--- src/rtl/serial_feedback_frame_sync_assert.svh ---
// Assertion macros for the RTL
`ifndef SERIAL_FEEDBACK_FRAME_SYNC_ASSERT_SVH
`define SERIAL_FEEDBACK_FRAME_SYNC_ASSERT_SVH

// same-cycle implication
`define SFS_ASSERT_IMP(lbl, clk, rst_n, ante, cons, msg) \
    lbl: assert property (@(posedge clk) disable iff (!(rst_n)) (ante) |-> (cons)) \
        else $error(msg);

// next-cycle implication
`define SFS_ASSERT_NXT(lbl, clk, rst_n, ante, cons, msg) \
    lbl: assert property (@(posedge clk) disable iff (!(rst_n)) (ante) |=> (cons)) \
        else $error(msg);

`endif

--- src/rtl/sfs_pkg.sv ---
`timescale 1ns / 1ps

package sfs_pkg;

    localparam int unsigned FRAME_BYTES = 18;
    localparam int unsigned FRAME_WORDS = 9;
    localparam int unsigned SUM_WORDS   = 8;
    localparam int unsigned FILL_W      = 5;
    localparam logic [15:0] START_WORD  = 16'hABCD;
    localparam logic [FILL_W-1:0] FILL_LAST = FILL_W'(FRAME_BYTES - 1);

    typedef struct packed {
        logic [15:0] command_one;
        logic [15:0] command_two;
        logic [15:0] speed_right;
        logic [15:0] speed_left;
        logic [15:0] battery_voltage;
        logic [15:0] board_temperature;
        logic [15:0] led_word;
    } t_frame;

    typedef struct packed {
        logic              hit;
        logic [FILL_W-1:0] fill;
    } t_fsts;

endpackage

--- src/rtl/sfs_front.sv ---
`timescale 1ns / 1ps

module sfs_front
    import sfs_pkg::*;
(
    input  logic       i_clk,
    input  logic       i_rst_n,
    input  logic       i_valid,
    output logic       o_ready,
    input  logic [7:0] i_data_byte,
    input  logic       i_space,
    output logic       o_push,
    output t_frame     o_frame,
    output t_fsts      o_stat
);

    logic [7:0]        r_win [FRAME_BYTES];
    logic [7:0]        n_win [FRAME_BYTES];
    logic [FILL_W-1:0] r_fill;
    logic [FILL_W-1:0] n_fill;
    logic [15:0]       w [FRAME_WORDS];
    logic [15:0]       sum;
    logic              acc;
    logic              hit;

    assign o_ready = i_space;
    assign acc     = i_valid && i_space;

    always_comb begin
        for (int i = 0; i < FRAME_BYTES - 1; i++) begin
            n_win[i] = r_win[i+1];
        end
        n_win[FRAME_BYTES-1] = i_data_byte;
        for (int k = 0; k < FRAME_WORDS; k++) begin
            w[k] = {n_win[2*k+1], n_win[2*k]};
        end
        sum = '0;
        for (int k = 0; k < SUM_WORDS; k++) begin
            sum = sum ^ w[k];
        end
        hit = (r_fill == FILL_LAST) && (w[0] == START_WORD) && (sum == w[FRAME_WORDS-1]);
        if (hit) begin
            n_fill = '0;
        end else if (r_fill == FILL_LAST) begin
            n_fill = FILL_LAST;
        end else begin
            n_fill = r_fill + 1'b1;
        end
    end

    assign o_push  = acc && hit;
    assign o_frame = '{w[1], w[2], w[3], w[4], w[5], w[6], w[7]};
    assign o_stat  = '{hit, r_fill};

    always_ff @(posedge i_clk) begin
        if (acc) begin
            r_win <= n_win;
        end
    end

    always_ff @(posedge i_clk) begin
        if (!i_rst_n) begin
            r_fill <= '0;
        end else if (acc) begin
            r_fill <= n_fill;
        end
    end

endmodule

--- src/rtl/sfs_queue.sv ---
`timescale 1ns / 1ps

module sfs_queue
    import sfs_pkg::*;
(
    input  logic       i_clk,
    input  logic       i_rst_n,
    input  logic       i_push,
    input  t_frame     i_frame,
    output logic       o_space,
    output logic       o_valid,
    input  logic       i_pop,
    output t_frame     o_frame,
    output logic [1:0] o_level
);

    t_frame     r_mem [2];
    logic       r_wptr;
    logic       r_rptr;
    logic [1:0] r_level;

    assign o_space = (r_level != 2'd2);
    assign o_valid = (r_level != 2'd0);
    assign o_frame = r_mem[r_rptr];
    assign o_level = r_level;

    always_ff @(posedge i_clk) begin
        if (i_push) begin
            r_mem[r_wptr] <= i_frame;
        end
    end

    always_ff @(posedge i_clk) begin
        if (!i_rst_n) begin
            r_wptr  <= 1'b0;
            r_rptr  <= 1'b0;
            r_level <= 2'd0;
        end else begin
            if (i_push) begin
                r_wptr <= ~r_wptr;
            end
            if (i_pop) begin
                r_rptr <= ~r_rptr;
            end
            case ({i_push, i_pop})
                2'b10:   r_level <= r_level + 2'd1;
                2'b01:   r_level <= r_level - 2'd1;
                default: r_level <= r_level;
            endcase
        end
    end

endmodule

--- src/rtl/sfs_back.sv ---
`timescale 1ns / 1ps

module sfs_back
    import sfs_pkg::*;
(
    input  logic   i_clk,
    input  logic   i_rst_n,
    input  logic   i_valid,
    input  t_frame i_frame,
    output logic   o_pop,
    output logic   o_valid,
    input  logic   i_ready,
    output t_frame o_frame
);

    logic   r_valid;
    t_frame r_frame;
    logic   load;

    assign load    = i_valid && (!r_valid || i_ready);
    assign o_pop   = load;
    assign o_valid = r_valid;
    assign o_frame = r_frame;

    always_ff @(posedge i_clk) begin
        if (load) begin
            r_frame <= i_frame;
        end
    end

    always_ff @(posedge i_clk) begin
        if (!i_rst_n) begin
            r_valid <= 1'b0;
        end else if (load) begin
            r_valid <= 1'b1;
        end else if (i_ready) begin
            r_valid <= 1'b0;
        end
    end

endmodule

--- src/rtl/serial_feedback_frame_sync.sv ---
`timescale 1ns / 1ps
// channel   valid     ready     payload
// in        i_valid   o_ready   i_data_byte
// out       o_valid   i_ready   o_command_one .. o_led_word
//
// One byte per cycle while o_ready is high; the window shift and XOR check run in the accept cycle.
// A frame is queued when its last byte is accepted, then loaded into the output register.
// Reset is synchronous, active low; it empties the window, queue and output stage.
// A two-entry frame queue sits between the byte side and the output register;
// o_ready drops only while that queue is full.

module serial_feedback_frame_sync
    import sfs_pkg::*;
(
    input  logic               i_clk,
    input  logic               i_rst_n,
    input  logic               i_valid,
    output logic               o_ready,
    input  logic [7:0]         i_data_byte,
    output logic               o_valid,
    input  logic               i_ready,
    output logic signed [15:0] o_command_one,
    output logic signed [15:0] o_command_two,
    output logic signed [15:0] o_speed_right,
    output logic signed [15:0] o_speed_left,
    output logic signed [15:0] o_battery_voltage,
    output logic signed [15:0] o_board_temperature,
    output logic        [15:0] o_led_word
);

`include "serial_feedback_frame_sync_assert.svh"

    logic       space;
    logic       push;
    t_frame     push_frame;
    t_fsts      fstat;
    logic       q_valid;
    logic       pop;
    t_frame     q_frame;
    logic [1:0] q_level;
    t_frame     out_frame;

    sfs_front u_front (
        .i_clk       (i_clk),
        .i_rst_n     (i_rst_n),
        .i_valid     (i_valid),
        .o_ready     (o_ready),
        .i_data_byte (i_data_byte),
        .i_space     (space),
        .o_push      (push),
        .o_frame     (push_frame),
        .o_stat      (fstat)
    );

    sfs_queue u_queue (
        .i_clk   (i_clk),
        .i_rst_n (i_rst_n),
        .i_push  (push),
        .i_frame (push_frame),
        .o_space (space),
        .o_valid (q_valid),
        .i_pop   (pop),
        .o_frame (q_frame),
        .o_level (q_level)
    );

    sfs_back u_back (
        .i_clk   (i_clk),
        .i_rst_n (i_rst_n),
        .i_valid (q_valid),
        .i_frame (q_frame),
        .o_pop   (pop),
        .o_valid (o_valid),
        .i_ready (i_ready),
        .o_frame (out_frame)
    );

    assign o_command_one       = out_frame.command_one;
    assign o_command_two       = out_frame.command_two;
    assign o_speed_right       = out_frame.speed_right;
    assign o_speed_left        = out_frame.speed_left;
    assign o_battery_voltage   = out_frame.battery_voltage;
    assign o_board_temperature = out_frame.board_temperature;
    assign o_led_word          = out_frame.led_word;

    `SFS_ASSERT_IMP(a_full_stalls, i_clk, i_rst_n, q_level == 2'd2, !o_ready,
        "queue full but input ready")
    `SFS_ASSERT_NXT(a_hit_clears, i_clk, i_rst_n, i_valid && o_ready && fstat.hit,
        fstat.fill == '0, "window not emptied after frame")
    `SFS_ASSERT_IMP(a_out_from_queue, i_clk, i_rst_n, $rose(o_valid),
        $past(q_level) != 2'd0, "output word without queued frame")

endmodule

--- config.mk ---
export PLATFORM = sky130hd
export DESIGN_NAME = serial_feedback_frame_sync
export DESIGN_NICKNAME = d
export VERILOG_FILES = /design/src/rtl/sfs_pkg.sv /design/src/rtl/sfs_front.sv /design/src/rtl/sfs_queue.sv /design/src/rtl/sfs_back.sv /design/src/rtl/serial_feedback_frame_sync.sv
export VERILOG_INCLUDE_DIRS = /design/src /design/src/rtl
export SDC_FILE = /design/constraint.sdc
export NUM_CORES = 1
export LEC_CHECK = 0
export BUFFER_PORTS_ARGS = -buffer_cell sky130_fd_sc_hd__buf_2
export CORE_AREA = 2 2 233 235
export DETAILED_ROUTE_END_ITERATION = 10
export DIE_AREA = 0 0 235 237
export PLACE_DENSITY = 0.48
export RECOVER_POWER = 100
export SETUP_SLACK_MARGIN = 0.4
export SYNTH_ARGS = -nofsm -noshare
export SYNTH_HDL_FRONTEND = slang
export SYNTH_HIERARCHICAL = 1
export SYNTH_SLANG_ARGS = --single-unit
--- constraint.sdc ---
create_clock -name i_clk -period 8.75 [get_ports i_clk]
set_input_delay 0.4375 -clock i_clk [delete_from_list [all_inputs] [get_ports i_clk]]
set_output_delay 0.4375 -clock i_clk [all_outputs]
set_load 0.02 [all_outputs]
# ---- Word-level counts from Yosys, hierarchy flattened
# Memory sizes are Yosys's and may differ from the RTL's. A register that Yosys moved wholly into a read port is not among the register bits.
# Cells that the tools add are included.
dict set report classes {
  n_reduce_logical 10
  eq_ne 6
  n_bitwise 9
  shifts 0
  addsub 3
  mul 0
  n_div 0
  mux 7
  n_lt_le_gt_ge 0
}
# op count
set ops {}
lappend ops {{$xor 16x16->16} 7}
lappend ops {{$eq 16x16->1} 1}
lappend ops {{$eq 16x16->1 const B} 1}
lappend ops {{$mux 5} 2}
lappend ops {{$reduce_bool 2->1} 3}
lappend ops {{$add 5x1->5 const B} 1}
lappend ops {{$eq 5x5->1 const B} 1}
lappend ops {{$logic_and 1x1->1} 5}
lappend ops {{$mux 1} 4}
lappend ops {{$pmux 2 s2} 1}
lappend ops {{$add 2x1->2 const B} 1}
lappend ops {{$eq 2x1->1 const B} 1}
lappend ops {{$eq 2x2->1 const B} 1}
lappend ops {{$ne 2x2->1 const B} 1}
lappend ops {{$not 1->1} 2}
lappend ops {{$sub 2x1->2 const B} 1}
lappend ops {{$logic_not 1->1} 1}
lappend ops {{$logic_or 1x1->1} 1}
dict set report totals {
  latchBits 0
  mem_bits_rw 224
  mem_count 1
  mem_bits_ro 0
  output_inout_bits 114
  reg_bits 146
}
# memory words width read_ports rd_ports_with_merged_regs write_ports line
set memory_table {}
lappend memory_table {u_queue.r_mem 2 112 1 1 1 sfs_queue.sv:17} ;# t_frame r_mem [2];

# ---- Depth between registers and ports, before layout
dict set report logic_depth {
  depth_word 12
  mapped_depth 11
  ltp_nobuf 11
}

# ---- Cells and area by module
# The synthesis kept the hierarchy.
# mod cells_per_inst n_inst area_per_inst_um2 seq_area_each_um2
set by_module_without_submodules {}
lappend by_module_without_submodules {sfs_queue 370 1 8316.7 6826.5}
lappend by_module_without_submodules {sfs_front 422 1 6641.4 4184.0}
lappend by_module_without_submodules {sfs_back 116 1 3410.8 3383.2}

# ---- Worst setup path after synthesis
# OpenSTA, ideal clock, no wires.
dict set report synth_path {
  kind {register to register}
  startpoint {register u_front.r_win (netlist bit u_front/o_frame[79])}
  endpoint {memory u_queue/r_mem[0][0] in the netlist's numbering (enable)}
  setup_slack_ns 1.551
  stages_incl_launch_ff 9
  arrival_time_ns 6.613
  t_required_ns 8.164
  path_cell_list {edfxtp_1 xor2_1 xnor3_1 xnor2_1 and4_1 nand4_1 nor4_1 inv_1 nor2_1}
}
dict set report synth_between {
  elab_chain_len 10
}
# item line
set synth_lines {}
lappend synth_lines {{start, declared} sfs_front.sv:17} ;# logic [7:0] r_win [FRAME_BYTES];
lappend synth_lines {{start signal, assigned} sfs_front.sv:57} ;# r_win <= n_win;
lappend synth_lines {{$xor 16x16->16 (5 in a row)} sfs_front.sv:39} ;# sum = sum ^ w[k];
lappend synth_lines {{$eq 16x16->1} sfs_front.sv:41} ;# hit = (r_fill == FILL_LAST) && (w[0] == START_WORD) && (sum == w[FRAME_WORDS-1]);
lappend synth_lines {{$logic_and 1x1->1} sfs_front.sv:41}
lappend synth_lines {{$logic_and 1x1->1} sfs_front.sv:51} ;# assign o_push = acc && hit;
lappend synth_lines {{named net push} serial_feedback_frame_sync.sv:34} ;# logic push;
lappend synth_lines {{$mux 1} sfs_queue.sv:28} ;# if (i_push) begin
lappend synth_lines {{$mux 1 (not written as such)} sfs_queue.sv:29} ;# r_mem[r_wptr] <= i_frame;
lappend synth_lines {{end, declared} sfs_queue.sv:17}
# The timed path passes the listed nets, and every way through them passes these cells.

==> impl_metrics.tcl <==
set metrics [dict create \
    status "finished, violations left" \
    violations "max-capacitance violations, max-slew violations" \
    cts_hold_buffers 0 \
    p_comb_share_pct 3.8 \
    clkPwrFrac_pct 42.2 \
    antenna_left 0 \
    dp_hpwl_um 20710 \
    fin_worst_skew_ns 0.02647 \
    vias 7542 \
    p_int_mw 3.849 \
    rsz0062_at_grt "no" \
    syn-num-nets 921 \
    maxCapViolations 6 \
    endpoint_kind "register" \
    maxSlewViolCount 342 \
    drive_gt1_share_pct 13.73 \
    initial_utilization_pct 34.45 \
    multiInputGateArea_um2 2993 \
    tritoncts "built" \
    wirelength_um 33880 \
    area_delta_synth_final_pct 10.99 \
    grt_start_max_net_pins 84 \
    gp_congestion 0.7709 \
    swShare_pct 20.69 \
    reg2reg_to "u_back/o_frame[20]" \
    finish.instance_area_um2 20370 \
    htree_levels 2 \
    path_class "reg2reg" \
    fin_crit_sh_pct 65.69 \
    fin_nets 982 \
    tightest_slew_ns 3.802 \
    seqCellArea_um2 14390 \
    worst_ep_arrival_time_ns 6.08 \
    hold_path_depth 1 \
    grt_pass1_wl_um 50400 \
    wl_per_cell_um 19.91 \
    rrSetupSlack_ns 3.00 \
    netlist_area_um2 18360 \
    clockBufferDepth 3 \
    hold_path.class "in2reg" \
    dr.first_iter.drc_count 466 \
    grt_usage_pct 12.05 \
    syn-mean-instance-area_um2 20.26 \
    cts_buffers 52 \
    hold_viol_final 0 \
    startpoint_type "register" \
    ir_drop_mv 0.1442 \
    die-area_um2 55700 \
    antenna_found_initial 2 \
    clk_latency_ns 0.60 \
    die_x_um 235 \
    numPortBuffers 125 \
    drc 0 \
    yosysWarningCount 6 \
    p_seq_share_pct 54.0 \
    p_sw_mw 1.004 \
    tns_ns 0 \
    row_count 85 \
    ctsResizeCount 0 \
    cts_setup_buffers 0 \
    clk_pin_slew_ns 0.06 \
    grt_overflow_total 0 \
    fp.dieH_um 237 \
    slew_headroom_pct -153.5 \
    syn_inst 906 \
    viasPerCell 4.431 \
    fillers 4850 \
    ios 126 \
    cts-root-buf "clkbuf_16" \
    cts_sinks 483 \
    drt_first_pass_iters 4 \
    fin_crit_ns 5.748 \
    r2r_cells 2 \
    crit_fanout 57 \
    core_um2 53280 \
    place_area_um2 18970 \
    worstHoldEndpoint "u_front/n_win[9]" \
    p_per_area_nw_per_um2 238.2 \
    setup_violations 0 \
    min_from "i_data_byte[1]" \
    leakage_nw 6.496 \
    grt_pass1_vias 7873 \
    critPathRequiredTime_ns 9.09 \
    fmax_mhz 174.0 \
]
-- final cells by class --
cell class,count,share of cell area (%)
sequential,483,70.65
multi-input combinational,295,14.69
clock buffer,66,6.645
tap,696,4.274
timing repair buffer,132,2.530
clock inverter,26,1.136
inverter,3,0.06141
antenna,1,0.01228
-- flip-flops by register name, summed over array words and instances, names as in the netlist, named ones only --
register,flops
u_back/o_frame,112
u_back/o_valid,1
u_front/n_win,24
u_front/o_frame,112
u_front/r_fill,5
u_queue/o_level,2
u_queue/r_mem,224
u_queue/r_rptr,1
u_queue/r_wptr,1
-- metal layers --
metal	wire length (um)	GRT usage, %	part of all wire, %	vias to the layer above
met2	15620	18.42	46	162
met5	0	0	0	-
met3	1367	2.122	4.0	59
met1	16050	17.19	47	3877
li1	-	-	-	3444
met4	842	4.584	2.5	0
-- placed cells by master, fill, tap and decap left out, types with 5 or more instances in the layout --
master and count:
xor2_1 30, edfxtp_1 472, xnor3_1 16, clkbuf_1 138, nand2_1 5, xnor2_1 73, mux2_1 57, dfxtp_1 11
mux2_2 55, clkinv_2 9, nand4_1 6, clkbuf_16 52, clkinv_1 9, nor2b_1 5
-- critical path, cell delays in order (launching register included) --
cell      delay [ns]
dfxtp_1         2.34
clkbuf_1        2.61
mux2_2          0.50
-- power by group through the flow --
stage,Sequential (mW),Clock (mW),Combinational (mW)
after floorplan,2.65,0,0.174
after global placement,2.66,0,0.187
after detailed placement,2.67,0,0.186
after CTS,2.62,2.13,0.188
after global routing,2.62,2.21,0.199
final,2.62,2.05,0.184
-- worst max path at each step --
| stage | from | to | slack [ns] | cells after the start |
|---|---|---|---|---|
| after floorplan | u_front/o_frame[79] | u_queue/r_mem[0][0] | 1.58 | 8 |
| after global placement | i_data_byte[0] | u_queue/r_mem[1][65] | 4.38 | 9 |
| after detailed placement | i_data_byte[7] | u_queue/r_mem[1][95] | 4.35 | 9 |
| after CTS | u_front/o_frame[70] | u_queue/r_mem[1][95] | 4.32 | 8 |
| after global routing | register | u_back/o_frame[56] | 2.46 | 2 |
| final | register | u_back/o_frame[20] | 3.00 | 2 |
-- metrics by stage --
step | hold slack [ns] | std cells | setup slack, ns | power [mW] | utilization [%]
after floorplan | 0.4487 | 906 | 1.580 | 2.822 | -
after global placement | 0.4529 | 1609 | 4.383 | 2.851 | 35.60
after detailed placement | 0.4587 | 1609 | 4.347 | 2.852 | 35.60
after CTS | 0.01829 | 1701 | 4.318 | 4.931 | 38.58
after global routing | 0.07943 | 1701 | 2.463 | 5.037 | 38.23
final | 0.08725 | 1702 | 3.002 | 4.852 | 38.24
Power figures use the tool's default switching activity.
